**config.mk**
```make
export PLATFORM = sky130hd
export DESIGN_NAME = lease_membership_table_top
export DESIGN_NICKNAME = d
export VERILOG_FILES = /design/src/rtl/lmt_pkg.sv /design/src/rtl/lmt_ctrl.sv /design/src/rtl/lmt_dp.sv /design/src/rtl/lease_membership_table_top.sv
export SDC_FILE = /design/constraint.sdc
export NUM_CORES = 2
export LEC_CHECK = 0
export ABC_AREA = 0
export ABC_CLOCK_PERIOD_IN_PS = 16950
export BUFFER_PORTS_ARGS = -buffer_cell sky130_fd_sc_hd__clkbuf_2
export CORE_MARGIN = 4
export CORE_UTILIZATION = 41
export CTS_CLUSTER_SIZE = 24
export DETAILED_ROUTE_END_ITERATION = 6
export PLACE_DENSITY = 0.54
export SYNTH_ARGS = -nofsm -noshare
export SYNTH_HDL_FRONTEND = slang
export SYNTH_SLANG_ARGS = --single-unit
export TNS_END_PERCENT = 50
```
**constraint.sdc**
```tcl
create_clock -name clk -period 16.95 [get_ports clk]
set_input_delay 2.5425 -clock clk [delete_from_list [all_inputs] [get_ports clk]]
set_output_delay 2.5425 -clock clk [all_outputs]
set_load 0.01 [all_outputs]
```
**src/rtl/lmt_pkg.sv**
```systemverilog
// Package for the lease membership table: shared types, codes and the
// controller-to-datapath command and status structures. No dependencies.
package lmt_pkg;

    // Command codes carried in the input tuser.
    typedef enum logic [2:0] {
        CMD_RESERVE = 3'd0,
        CMD_ACK     = 3'd1,
        CMD_ABORT   = 3'd2,
        CMD_FAILURE = 3'd3,
        CMD_SUCCESS = 3'd4,
        CMD_TICK    = 3'd5,
        CMD_READ    = 3'd6,
        CMD_INVALID = 3'd7
    } cmd_t;

    // Slot states.
    typedef enum logic [1:0] {
        SLOT_FREE     = 2'd0,
        SLOT_RESERVED = 2'd1,
        SLOT_ACTIVE   = 2'd2,
        SLOT_SUSPECT  = 2'd3
    } slot_state_t;

    // Result status codes.
    typedef enum logic [1:0] {
        RESP_OK      = 2'd0,
        RESP_INVALID = 2'd1,
        RESP_NOSPACE = 2'd2,
        RESP_BUSY    = 2'd3
    } resp_t;

    // Register indexes on the configuration port.
    localparam logic REG_SESSION = 1'b0;
    localparam logic REG_TIMEOUT = 1'b1;

    // Controller states.
    typedef enum logic [3:0] {
        ST_IDLE,
        ST_DECODE,
        ST_SCAN_RD,
        ST_SCAN_CHK,
        ST_RES_WR,
        ST_TICK_RD,
        ST_TICK_CHK,
        ST_OP_RD,
        ST_OP_CHK,
        ST_FIN
    } ctrl_state_t;

    // Slot address register operations.
    typedef enum logic [1:0] {
        ADDR_HOLD,
        ADDR_ZERO,
        ADDR_NODE,
        ADDR_INC
    } addr_op_t;

    // Datapath actions, one per cycle.
    typedef enum logic [2:0] {
        ACT_NONE,
        ACT_INIT,
        ACT_SCAN,
        ACT_RESV,
        ACT_TICK,
        ACT_OP
    } act_t;

    // One stored slot entry.
    typedef struct packed {
        logic [63:0] device;
        logic [15:0] lease;
        logic [63:0] reserve_time;
        logic [63:0] success_time;
        logic [63:0] suspect_time;
    } entry_t;

    typedef struct packed {
        logic     load;
        addr_op_t addr_op;
        act_t     act;
        logic     out_load;
    } dp_cmd_t;

    typedef struct packed {
        cmd_t cmd;
        logic pre_invalid;
        logic tick_en;
        logic last;
        logic hit;
        logic out_busy;
    } dp_sts_t;

endpackage

```
**src/rtl/lmt_ctrl.sv**
```systemverilog
// Controller state machine for the lease membership table.
// Depends on lmt_pkg; drives lmt_dp through command and status structs.
module lmt_ctrl (
    input  logic            clk,
    input  logic            rst_n,
    input  logic            s_tvalid,
    output logic            s_tready,
    input  lmt_pkg::dp_sts_t sts,
    output lmt_pkg::dp_cmd_t cmd
);

    lmt_pkg::ctrl_state_t state_reg;
    lmt_pkg::ctrl_state_t state_next;

    // State register.
    always_ff @(posedge clk or negedge rst_n)
    begin
        if (!rst_n)
        begin
            state_reg <= lmt_pkg::ST_IDLE;
        end
        else
        begin
            state_reg <= state_next;
        end
    end

    // Next state.
    always_comb
    begin
        state_next = state_reg;
        unique case (state_reg)
            lmt_pkg::ST_IDLE:
            begin
                if (s_tvalid)
                begin
                    state_next = lmt_pkg::ST_DECODE;
                end
            end
            lmt_pkg::ST_DECODE:
            begin
                if (sts.pre_invalid)
                begin
                    state_next = lmt_pkg::ST_FIN;
                end
                else if (sts.cmd == lmt_pkg::CMD_RESERVE)
                begin
                    state_next = lmt_pkg::ST_SCAN_RD;
                end
                else if (sts.cmd == lmt_pkg::CMD_TICK)
                begin
                    state_next = sts.tick_en ? lmt_pkg::ST_TICK_RD : lmt_pkg::ST_FIN;
                end
                else
                begin
                    state_next = lmt_pkg::ST_OP_RD;
                end
            end
            lmt_pkg::ST_SCAN_RD:  state_next = lmt_pkg::ST_SCAN_CHK;
            lmt_pkg::ST_SCAN_CHK:
            begin
                if (sts.hit)
                begin
                    state_next = lmt_pkg::ST_FIN;
                end
                else if (sts.last)
                begin
                    state_next = lmt_pkg::ST_RES_WR;
                end
                else
                begin
                    state_next = lmt_pkg::ST_SCAN_RD;
                end
            end
            lmt_pkg::ST_RES_WR:   state_next = lmt_pkg::ST_FIN;
            lmt_pkg::ST_TICK_RD:  state_next = lmt_pkg::ST_TICK_CHK;
            lmt_pkg::ST_TICK_CHK:
            begin
                state_next = sts.last ? lmt_pkg::ST_FIN : lmt_pkg::ST_TICK_RD;
            end
            lmt_pkg::ST_OP_RD:    state_next = lmt_pkg::ST_OP_CHK;
            lmt_pkg::ST_OP_CHK:   state_next = lmt_pkg::ST_FIN;
            lmt_pkg::ST_FIN:
            begin
                if (!sts.out_busy)
                begin
                    state_next = lmt_pkg::ST_IDLE;
                end
            end
            default:              state_next = lmt_pkg::ST_IDLE;
        endcase
    end

    // Outputs.
    always_comb
    begin
        cmd.load     = 1'b0;
        cmd.addr_op  = lmt_pkg::ADDR_HOLD;
        cmd.act      = lmt_pkg::ACT_NONE;
        cmd.out_load = 1'b0;
        s_tready     = 1'b0;
        unique case (state_reg)
            lmt_pkg::ST_IDLE:
            begin
                s_tready = 1'b1;
                cmd.load = s_tvalid;
            end
            lmt_pkg::ST_DECODE:
            begin
                cmd.act = lmt_pkg::ACT_INIT;
                if (sts.cmd == lmt_pkg::CMD_RESERVE || sts.cmd == lmt_pkg::CMD_TICK)
                begin
                    cmd.addr_op = lmt_pkg::ADDR_ZERO;
                end
                else
                begin
                    cmd.addr_op = lmt_pkg::ADDR_NODE;
                end
            end
            lmt_pkg::ST_SCAN_CHK:
            begin
                cmd.act = lmt_pkg::ACT_SCAN;
                if (!sts.hit)
                begin
                    cmd.addr_op = sts.last ? lmt_pkg::ADDR_NODE : lmt_pkg::ADDR_INC;
                end
            end
            lmt_pkg::ST_RES_WR:   cmd.act = lmt_pkg::ACT_RESV;
            lmt_pkg::ST_TICK_CHK:
            begin
                cmd.act = lmt_pkg::ACT_TICK;
                if (!sts.last)
                begin
                    cmd.addr_op = lmt_pkg::ADDR_INC;
                end
            end
            lmt_pkg::ST_OP_CHK:   cmd.act = lmt_pkg::ACT_OP;
            lmt_pkg::ST_FIN:      cmd.out_load = !sts.out_busy;
            default:
            begin
                cmd.act = lmt_pkg::ACT_NONE;
            end
        endcase
    end

endmodule

```
**src/rtl/lmt_dp.sv**
```systemverilog
// Datapath of the lease membership table: input latch, slot memory, state
// flops, counters and result register. Depends on lmt_pkg; driven by lmt_ctrl.
module lmt_dp #(
    parameter int PEER_COUNT = 8
) (
    input  logic             clk,
    input  logic             rst_n,
    input  logic [151:0]     s_tdata,
    input  logic [2:0]       s_tuser,
    input  logic [31:0]      session_id,
    input  logic [31:0]      lease_timeout,
    input  lmt_pkg::dp_cmd_t cmd,
    output lmt_pkg::dp_sts_t sts,
    output logic             m_tvalid,
    input  logic             m_tready,
    output logic [295:0]     m_tdata
);

    localparam int IW = (PEER_COUNT > 1) ? $clog2(PEER_COUNT) : 1;
    localparam int CW = $clog2(PEER_COUNT + 1);

    // Latched input transaction.
    lmt_pkg::cmd_t cmd_reg;
    logic [63:0]   key_reg;
    logic [7:0]    node_reg;
    logic [15:0]   lease_reg;
    logic [63:0]   now_reg;

    // Slot storage.
    lmt_pkg::entry_t     mem [PEER_COUNT];
    lmt_pkg::entry_t     rd_q;
    logic [1:0]          state_reg [PEER_COUNT];
    logic [IW-1:0]       addr_reg;
    logic [CW-1:0]       live_reg, sus_reg, free_reg;

    // Result being built.
    lmt_pkg::resp_t      res_status_reg;
    logic [7:0]          granted_reg;
    logic [1:0]          rd_state_reg;
    lmt_pkg::entry_t     rd_entry_reg;

    logic [295:0]        out_data_reg;
    logic                out_valid_reg;

    lmt_pkg::slot_state_t st;
    logic                 node_ok;
    logic [IW-1:0]        node_idx;
    logic [63:0]          ref_time;
    logic                 expire;
    logic                 hit;
    logic                 st_we;
    lmt_pkg::slot_state_t st_wval;
    logic                 mem_we;
    lmt_pkg::entry_t      mem_wdata;
    logic live_inc, live_dec, sus_inc, sus_dec, free_inc, free_dec;
    logic                 set_status;
    lmt_pkg::resp_t       new_status;
    logic                 pre_invalid;

    assign st       = lmt_pkg::slot_state_t'(state_reg[addr_reg]);
    assign node_ok  = (node_reg >= 8'd1) && (node_reg <= 8'(PEER_COUNT));
    assign node_idx = IW'(node_reg - 8'd1);
    assign hit      = (st != lmt_pkg::SLOT_FREE) && (rd_q.device == key_reg);

    // Requests rejected before any slot is looked at.
    always_comb
    begin
        unique case (cmd_reg)
            lmt_pkg::CMD_RESERVE:
                pre_invalid = (session_id == 32'd0) || (lease_timeout == 32'd0) ||
                              (key_reg == 64'd0) || !node_ok || (lease_reg == 16'd0);
            lmt_pkg::CMD_TICK:    pre_invalid = 1'b0;
            lmt_pkg::CMD_INVALID: pre_invalid = 1'b1;
            default:              pre_invalid = !node_ok;
        endcase
    end

    // Reference time for expiry.
    always_comb
    begin
        unique case (st)
            lmt_pkg::SLOT_RESERVED: ref_time = rd_q.reserve_time;
            lmt_pkg::SLOT_ACTIVE:   ref_time = rd_q.success_time;
            lmt_pkg::SLOT_SUSPECT:  ref_time = rd_q.suspect_time;
            default:                ref_time = 64'd0;
        endcase
    end

    assign expire = (st != lmt_pkg::SLOT_FREE) && (now_reg >= ref_time) &&
                    ((now_reg - ref_time) >= {32'd0, lease_timeout});

    assign sts.cmd         = cmd_reg;
    assign sts.pre_invalid = pre_invalid;
    assign sts.tick_en     = (lease_timeout != 32'd0);
    assign sts.last        = (addr_reg == IW'(PEER_COUNT - 1));
    assign sts.hit         = hit;
    assign sts.out_busy    = out_valid_reg && !m_tready;

    // Per-slot actions: state, memory and counter updates.
    always_comb
    begin
        st_we      = 1'b0;
        st_wval    = lmt_pkg::SLOT_FREE;
        mem_we     = 1'b0;
        mem_wdata  = rd_q;
        live_inc   = 1'b0;
        live_dec   = 1'b0;
        sus_inc    = 1'b0;
        sus_dec    = 1'b0;
        free_inc   = 1'b0;
        free_dec   = 1'b0;
        set_status = 1'b0;
        new_status = lmt_pkg::RESP_OK;
        unique case (cmd.act)
            lmt_pkg::ACT_RESV:
            begin
                set_status = 1'b1;
                if (live_reg >= CW'(PEER_COUNT))
                begin
                    new_status = lmt_pkg::RESP_NOSPACE;
                end
                else if (st != lmt_pkg::SLOT_FREE)
                begin
                    new_status = lmt_pkg::RESP_BUSY;
                end
                else
                begin
                    st_we                  = 1'b1;
                    st_wval                = lmt_pkg::SLOT_RESERVED;
                    mem_we                 = 1'b1;
                    mem_wdata.device       = key_reg;
                    mem_wdata.lease        = lease_reg;
                    mem_wdata.reserve_time = now_reg;
                    mem_wdata.success_time = 64'd0;
                    mem_wdata.suspect_time = 64'd0;
                    free_dec               = 1'b1;
                end
            end
            lmt_pkg::ACT_TICK:
            begin
                if (expire)
                begin
                    st_we    = 1'b1;
                    free_inc = 1'b1;
                    live_dec = (st == lmt_pkg::SLOT_ACTIVE) || (st == lmt_pkg::SLOT_SUSPECT);
                    sus_dec  = (st == lmt_pkg::SLOT_SUSPECT);
                end
            end
            lmt_pkg::ACT_OP:
            begin
                unique case (cmd_reg)
                    lmt_pkg::CMD_ACK:
                    begin
                        if (st == lmt_pkg::SLOT_RESERVED)
                        begin
                            st_we                  = 1'b1;
                            st_wval                = lmt_pkg::SLOT_ACTIVE;
                            mem_we                 = 1'b1;
                            mem_wdata.success_time = now_reg;
                            mem_wdata.suspect_time = 64'd0;
                            live_inc               = 1'b1;
                        end
                        else
                        begin
                            set_status = 1'b1;
                            new_status = lmt_pkg::RESP_INVALID;
                        end
                    end
                    lmt_pkg::CMD_ABORT:
                    begin
                        if (st == lmt_pkg::SLOT_RESERVED)
                        begin
                            st_we    = 1'b1;
                            free_inc = 1'b1;
                        end
                        else
                        begin
                            set_status = 1'b1;
                            new_status = lmt_pkg::RESP_INVALID;
                        end
                    end
                    lmt_pkg::CMD_FAILURE:
                    begin
                        if (st == lmt_pkg::SLOT_ACTIVE)
                        begin
                            st_we                  = 1'b1;
                            st_wval                = lmt_pkg::SLOT_SUSPECT;
                            mem_we                 = 1'b1;
                            mem_wdata.suspect_time = now_reg;
                            sus_inc                = 1'b1;
                        end
                        else if (st != lmt_pkg::SLOT_SUSPECT)
                        begin
                            set_status = 1'b1;
                            new_status = lmt_pkg::RESP_INVALID;
                        end
                    end
                    lmt_pkg::CMD_SUCCESS:
                    begin
                        if (st == lmt_pkg::SLOT_ACTIVE || st == lmt_pkg::SLOT_SUSPECT)
                        begin
                            st_we                  = 1'b1;
                            st_wval                = lmt_pkg::SLOT_ACTIVE;
                            mem_we                 = 1'b1;
                            mem_wdata.success_time = now_reg;
                            mem_wdata.suspect_time = 64'd0;
                            sus_dec                = (st == lmt_pkg::SLOT_SUSPECT);
                        end
                        else
                        begin
                            set_status = 1'b1;
                            new_status = lmt_pkg::RESP_INVALID;
                        end
                    end
                    default:
                    begin
                        set_status = 1'b0;
                    end
                endcase
            end
            default:
            begin
                set_status = 1'b0;
            end
        endcase
    end

    // Input latch.
    always_ff @(posedge clk)
    begin
        if (cmd.load)
        begin
            cmd_reg   <= lmt_pkg::cmd_t'(s_tuser);
            key_reg   <= s_tdata[63:0];
            node_reg  <= s_tdata[71:64];
            lease_reg <= s_tdata[87:72];
            now_reg   <= s_tdata[151:88];
        end
    end

    // Slot memory: one write port and one registered read port.
    always_ff @(posedge clk)
    begin
        if (mem_we)
        begin
            mem[addr_reg] <= mem_wdata;
        end
        rd_q <= mem[addr_reg];
    end

    // Slot states, address and counters.
    always_ff @(posedge clk or negedge rst_n)
    begin
        if (!rst_n)
        begin
            for (int i = 0; i < PEER_COUNT; i++)
            begin
                state_reg[i] <= lmt_pkg::SLOT_FREE;
            end
            addr_reg <= '0;
            live_reg <= '0;
            sus_reg  <= '0;
            free_reg <= CW'(PEER_COUNT);
        end
        else
        begin
            if (st_we)
            begin
                state_reg[addr_reg] <= st_wval;
            end
            unique case (cmd.addr_op)
                lmt_pkg::ADDR_ZERO: addr_reg <= '0;
                lmt_pkg::ADDR_NODE: addr_reg <= node_idx;
                lmt_pkg::ADDR_INC:  addr_reg <= addr_reg + IW'(1);
                default:            addr_reg <= addr_reg;
            endcase
            live_reg <= live_reg + CW'(live_inc) - CW'(live_dec);
            sus_reg  <= sus_reg + CW'(sus_inc) - CW'(sus_dec);
            free_reg <= free_reg + CW'(free_inc) - CW'(free_dec);
        end
    end

    // Result fields.
    always_ff @(posedge clk)
    begin
        if (cmd.act == lmt_pkg::ACT_INIT)
        begin
            res_status_reg <= pre_invalid ? lmt_pkg::RESP_INVALID : lmt_pkg::RESP_OK;
            granted_reg    <= 8'd0;
            rd_state_reg   <= lmt_pkg::SLOT_FREE;
            rd_entry_reg   <= '0;
        end
        else
        begin
            if (set_status)
            begin
                res_status_reg <= new_status;
            end
            if (cmd.act == lmt_pkg::ACT_SCAN && hit)
            begin
                granted_reg <= 8'(addr_reg) + 8'd1;
            end
            if (cmd.act == lmt_pkg::ACT_RESV && new_status == lmt_pkg::RESP_OK)
            begin
                granted_reg <= node_reg;
            end
            if (cmd.act == lmt_pkg::ACT_OP && cmd_reg == lmt_pkg::CMD_READ &&
                st != lmt_pkg::SLOT_FREE)
            begin
                rd_state_reg <= st;
                rd_entry_reg <= rd_q;
            end
        end
    end

    // Output register.
    always_ff @(posedge clk or negedge rst_n)
    begin
        if (!rst_n)
        begin
            out_valid_reg <= 1'b0;
        end
        else if (cmd.out_load)
        begin
            out_valid_reg <= 1'b1;
        end
        else if (m_tready)
        begin
            out_valid_reg <= 1'b0;
        end
    end

    always_ff @(posedge clk)
    begin
        if (cmd.out_load)
        begin
            out_data_reg <= {4'(free_reg), 4'(sus_reg), 4'(live_reg),
                             rd_entry_reg.suspect_time, rd_entry_reg.success_time,
                             rd_entry_reg.reserve_time, rd_entry_reg.lease,
                             rd_entry_reg.device, rd_state_reg, granted_reg,
                             res_status_reg};
        end
    end

    assign m_tvalid = out_valid_reg;
    assign m_tdata  = out_data_reg;

endmodule

```
**src/rtl/lease_membership_table_top.sv**
```systemverilog
// Top level of the lease membership table: configuration port, controller
// and datapath. Depends on lmt_pkg, lmt_ctrl and lmt_dp.
//
// One command is taken at a time. Reserve and tick both walk the slot
// memory one slot after another (address, then registered read); reserve
// stops early when the device is already held by a slot, and tick is
// skipped with a zero lease timeout. The other commands look at one slot,
// and a command rejected on its fields alone looks at none. A command
// takes longer while a previous result still waits in the output register.
// A finished result waits in the output register while the next command
// is being worked on.
module lease_membership_table_top #(
    parameter int PEER_COUNT = 8
) (
    input  logic         clk,
    input  logic         rst_n,
    // APB-style configuration port.
    input  logic         psel,
    input  logic         penable,
    input  logic         pwrite,
    input  logic [2:0]   paddr,
    input  logic [31:0]  pwdata,
    output logic [31:0]  prdata,
    output logic         pready,
    // Command stream.
    input  logic         s_tvalid,
    output logic         s_tready,
    input  logic [151:0] s_tdata,   // device_key, node_number, lease_number, now_time
    input  logic [2:0]   s_tuser,   // command
    // Result stream.
    output logic         m_tvalid,
    input  logic         m_tready,
    output logic [295:0] m_tdata    // status, granted_node, slot_status, slot_device,
                                    // slot_lease, slot_reserve_time, slot_success_time,
                                    // slot_suspect_time, active_total, suspect_total,
                                    // free_total
);

    logic [31:0] session_reg;
    logic [31:0] timeout_reg;
    lmt_pkg::dp_cmd_t dp_cmd;
    lmt_pkg::dp_sts_t dp_sts;

    // Configuration registers.
    always_ff @(posedge clk or negedge rst_n)
    begin
        if (!rst_n)
        begin
            session_reg <= 32'd0;
            timeout_reg <= 32'd0;
        end
        else if (psel && penable && pwrite)
        begin
            if (paddr[2] == lmt_pkg::REG_SESSION)
            begin
                session_reg <= pwdata;
            end
            else
            begin
                timeout_reg <= pwdata;
            end
        end
    end

    assign pready = 1'b1;
    assign prdata = (paddr[2] == lmt_pkg::REG_TIMEOUT) ? timeout_reg : session_reg;

    lmt_ctrl u_ctrl (
        .clk      (clk),
        .rst_n    (rst_n),
        .s_tvalid (s_tvalid),
        .s_tready (s_tready),
        .sts      (dp_sts),
        .cmd      (dp_cmd)
    );

    lmt_dp #(
        .PEER_COUNT (PEER_COUNT)
    ) u_dp (
        .clk           (clk),
        .rst_n         (rst_n),
        .s_tdata       (s_tdata),
        .s_tuser       (s_tuser),
        .session_id    (session_reg),
        .lease_timeout (timeout_reg),
        .cmd           (dp_cmd),
        .sts           (dp_sts),
        .m_tvalid      (m_tvalid),
        .m_tready      (m_tready),
        .m_tdata       (m_tdata)
    );

endmodule

```
==> flow_metrics.tcl <==
set metrics [dict create \
    grt_use_total_pct 25.1 \
    cpMaxStageDelayCell "and3b_4" \
    synth_area_sq_um 121000 \
    hold_path_end "u_dp.m_tdata[257]" \
    maxUsedRoutingLayer "met5" \
    synth_compound_area_share_pct 11.0 \
    setup_tns_ns 0 \
    synth_fa_ha_area_share_pct 1.24 \
    root_buffer "clkbuf_16" \
    path_class "register to register" \
    final_common_cell "edfxtp_1" \
    synth_top_area_share_pct 65.2 \
    ys.flop_type "edfxtp_1" \
    holdBufCountCts 0 \
    cp_common_cell "ha_1" \
    layout.nets 9001 \
    design.core.area_sq_um 294000 \
    rr_startpoint "u_dp.addr_reg[0]" \
    grt_max_degree 142 \
    p_leak_uw 0.0473 \
    die_w_um 551 \
    syn-mean-instance-area_sq_um 14.8 \
    via_per_inst 5.77 \
    top_register "u_dp.mem" \
    htree_num_levels 5 \
    tightest_slew_ns 1.27 \
    areaGrowthSynthToFinish_pct 15.4 \
    powerDensity_nw_per_um2 183 \
    ys_ff_latch 3283 \
    start_kind "register" \
    cp.required_ns 17.76 \
    min_from "u_dp.rd_entry_reg[37]" \
    yosysWarningCount 0 \
    pre_cts_ws_ns 6.65 \
    largest_register_ffs 2176 \
    synthCells 8161 \
    reg2reg_to "u_dp.sus_reg[2]" \
    finalHoldViolCount 0 \
    antenna_found_initial 22 \
    mostFrequentLayoutCells "edfxtp_1, nand2_1, a22oi_1" \
    grt_first_pass_wirelength_um 550000 \
    overflow 0 \
    clock_latency_ns 0.95 \
    met2_length_um 181000 \
    initial_core_util_pct 41.2 \
    crit_path_end_kind "register" \
    synth-edff-count 2629 \
    clk_pin_slew_ns 0.06 \
    cts_made_buffers 341 \
    synthMuxAreaShare_pct 1.58 \
    yosysTopAreaCell "edfxtp_1" \
    cts_resized 0 \
    gp_congestion 0.994 \
    grt_pass1_vias 72800 \
    vdd_ir_drop_max_mv 0.124 \
    hp-class "register to register" \
    num-fill-cells 25400 \
    drt-met1-wl_um 163000 \
    critPathArrivalTime_ns 11.18 \
    cp_max_fo 47 \
    clkSinkCount 3283 \
    synthTopCellsByArea "edfxtp_1, dfxtp_1, a22oi_1, nand2_1, dfrtp_1" \
    dr.pass1.iters 7 \
    violations "design-rule violations" \
    post-route-util_pct 47.5 \
    place_hpwl_um 241000 \
    syn_nets 8476 \
    synthArstFlopShare_pct 3.05 \
    row_count 199 \
    rrSetupSlack_ns 6.58 \
    met3_length_um 30200 \
    min_period_ns 10.37 \
    place.port_buffers 524 \
    clockBufferDepth 4 \
    synth-xor-area-share_pct 0.817 \
    slowest_delay_ns 1.07 \
    post-cts-setup-buffer-count 0 \
    status "complete, but fails checks" \
    vias 74500 \
    slew_viol_final 0 \
    drive_above_1_share_pct 14.8 \
    fin_skew_ns 0.0938 \
    synth_top_family_by_area "compound AO/OA/AOI/OAI gates" \
    clock.fmax_mhz 96.4 \
    drc_errors 1 \
    wl_per_cell_um 30.5 \
    ys_seq_area_share_pct 76.4 \
    finalSetupViolCount 0 \
    drtIter0Drc 7822 \
    rsz0062_at_grt "false" \
    rr_worst_depth 35 \
    slew_headroom_pct 14.4 \
    hold_depth 0 \
    timing.final.ws_setup_ns 6.58 \
    antenna_left 0 \
    fin_crit_sh_pct 61.2 \
    yosys.area_share.simple_pct 7.13 \
    max_cap_violations 0 \
    wl_um 394000 \
    dieArea_sq_um 304000 \
    pin_count 528 \
    die_h_um 551 \
    synth_cell_type_count 93 \
    cts_tree "built" \
]
## cells by family (layout without fill, tap and decap cells)
group	after synthesis	in the layout
AO/OA/AOI/OAI	1959	1959
flip-flops	3283	3283
XOR/XNOR	113	113
adder cells (fa/ha/maj)	118	118
buffers and inverters	569	1387
AND/OR/NAND/NOR	1940	1940
multiplexers	178	178
other	1	12
## cell type report
type | instances | area (sq um) | share of cell area, %
inverters | 88 | 335 | 0.240
diodes | 11 | 27.5 | 0.0197
repair buffers | 663 | 3830 | 2.74
well taps | 3919 | 4900 | 3.51
multi-input cells | 4309 | 26600 | 19.0
flip-flops and latches | 3283 | 92500 | 66.2
clock buffers | 465 | 9500 | 6.79
clock inverters | 171 | 2040 | 1.46
## worst max-delay path, delay by kind of cell (launching register included)
family	cells	cell delay, ns
buffers and inverters	4	0.59
multiplexers	1	0.22
flip-flops	1	0.59
adder cells (fa/ha/maj)	6	1.96
AND/OR/NAND/NOR	11	3.32
XOR/XNOR	2	0.33
AO/OA/AOI/OAI	11	3.18
## worst max path at each step
stage                          start               to  depth (start not counted)
global route        u_dp.addr_reg[0]  u_dp.sus_reg[2]                         34
floorplan                   m_tready  u_dp.m_tdata[0]                          2
global placement    u_dp.addr_reg[0]  u_dp.sus_reg[1]                         31
finish              u_dp.addr_reg[0]  u_dp.sus_reg[2]                         35
detailed placement  u_dp.addr_reg[0]  u_dp.sus_reg[2]                         31
CTS                 u_dp.addr_reg[0]  u_dp.sus_reg[2]                         31
## power by group
part           internal (uW)  switching [uW]  total [uW]
logic                   1900            4540        6440
clock network           4470            3160        7630
registers              10500            1050       11500
## cells in the mapped netlist (7+ instances only)
library cell / instances
o21ai_0: 133
clkbuf_1: 432
buf_1: 24
nor2b_1: 15
nor3_1: 24
o22ai_1: 9
nand4_1: 328
o22a_1: 9
a31oi_1: 12
inv_1: 86
ha_1: 114
or3_1: 11
a21o_1: 21
mux2i_1: 80
mux2_2: 97
dfxtp_1: 554
xor2_1: 81
dfrtp_1: 99
edfxtp_1: 2629
a21boi_0: 7
nor4_1: 63
a22o_1: 65
nor2_1: 161
o31ai_1: 11
a211oi_1: 13
nand2_1: 1243
nand2b_1: 15
xnor2_1: 32
o21a_1: 20
a22oi_1: 1093
o21ai_1: 25
a21oi_1: 472
o21bai_1: 7
nand3_1: 31
buf_2: 23
## through the flow
step	hold WS, ns	instances	cell area, sq um	total power [uW]
floorplan	0.400	8161	121000	15100
global placement	0.414	12300	128000	18000
detailed placement	0.412	12300	128000	18000
CTS	0.398	12900	140000	25700
global route	0.418	12900	140000	26600
finish	0.399	12900	140000	25600
## per-layer routing
| layer | vias to the layer above | GRT usage (%) |
|---|---|---|
| met4 | 6 | 10.8 |
| li1 | 32700 | - |
| met3 | 584 | 4.32 |
| met1 | 38000 | 34.4 |
| met2 | 3256 | 39.5 |
| met5 | - | 0 |
(Power assumes the default switching activity.)
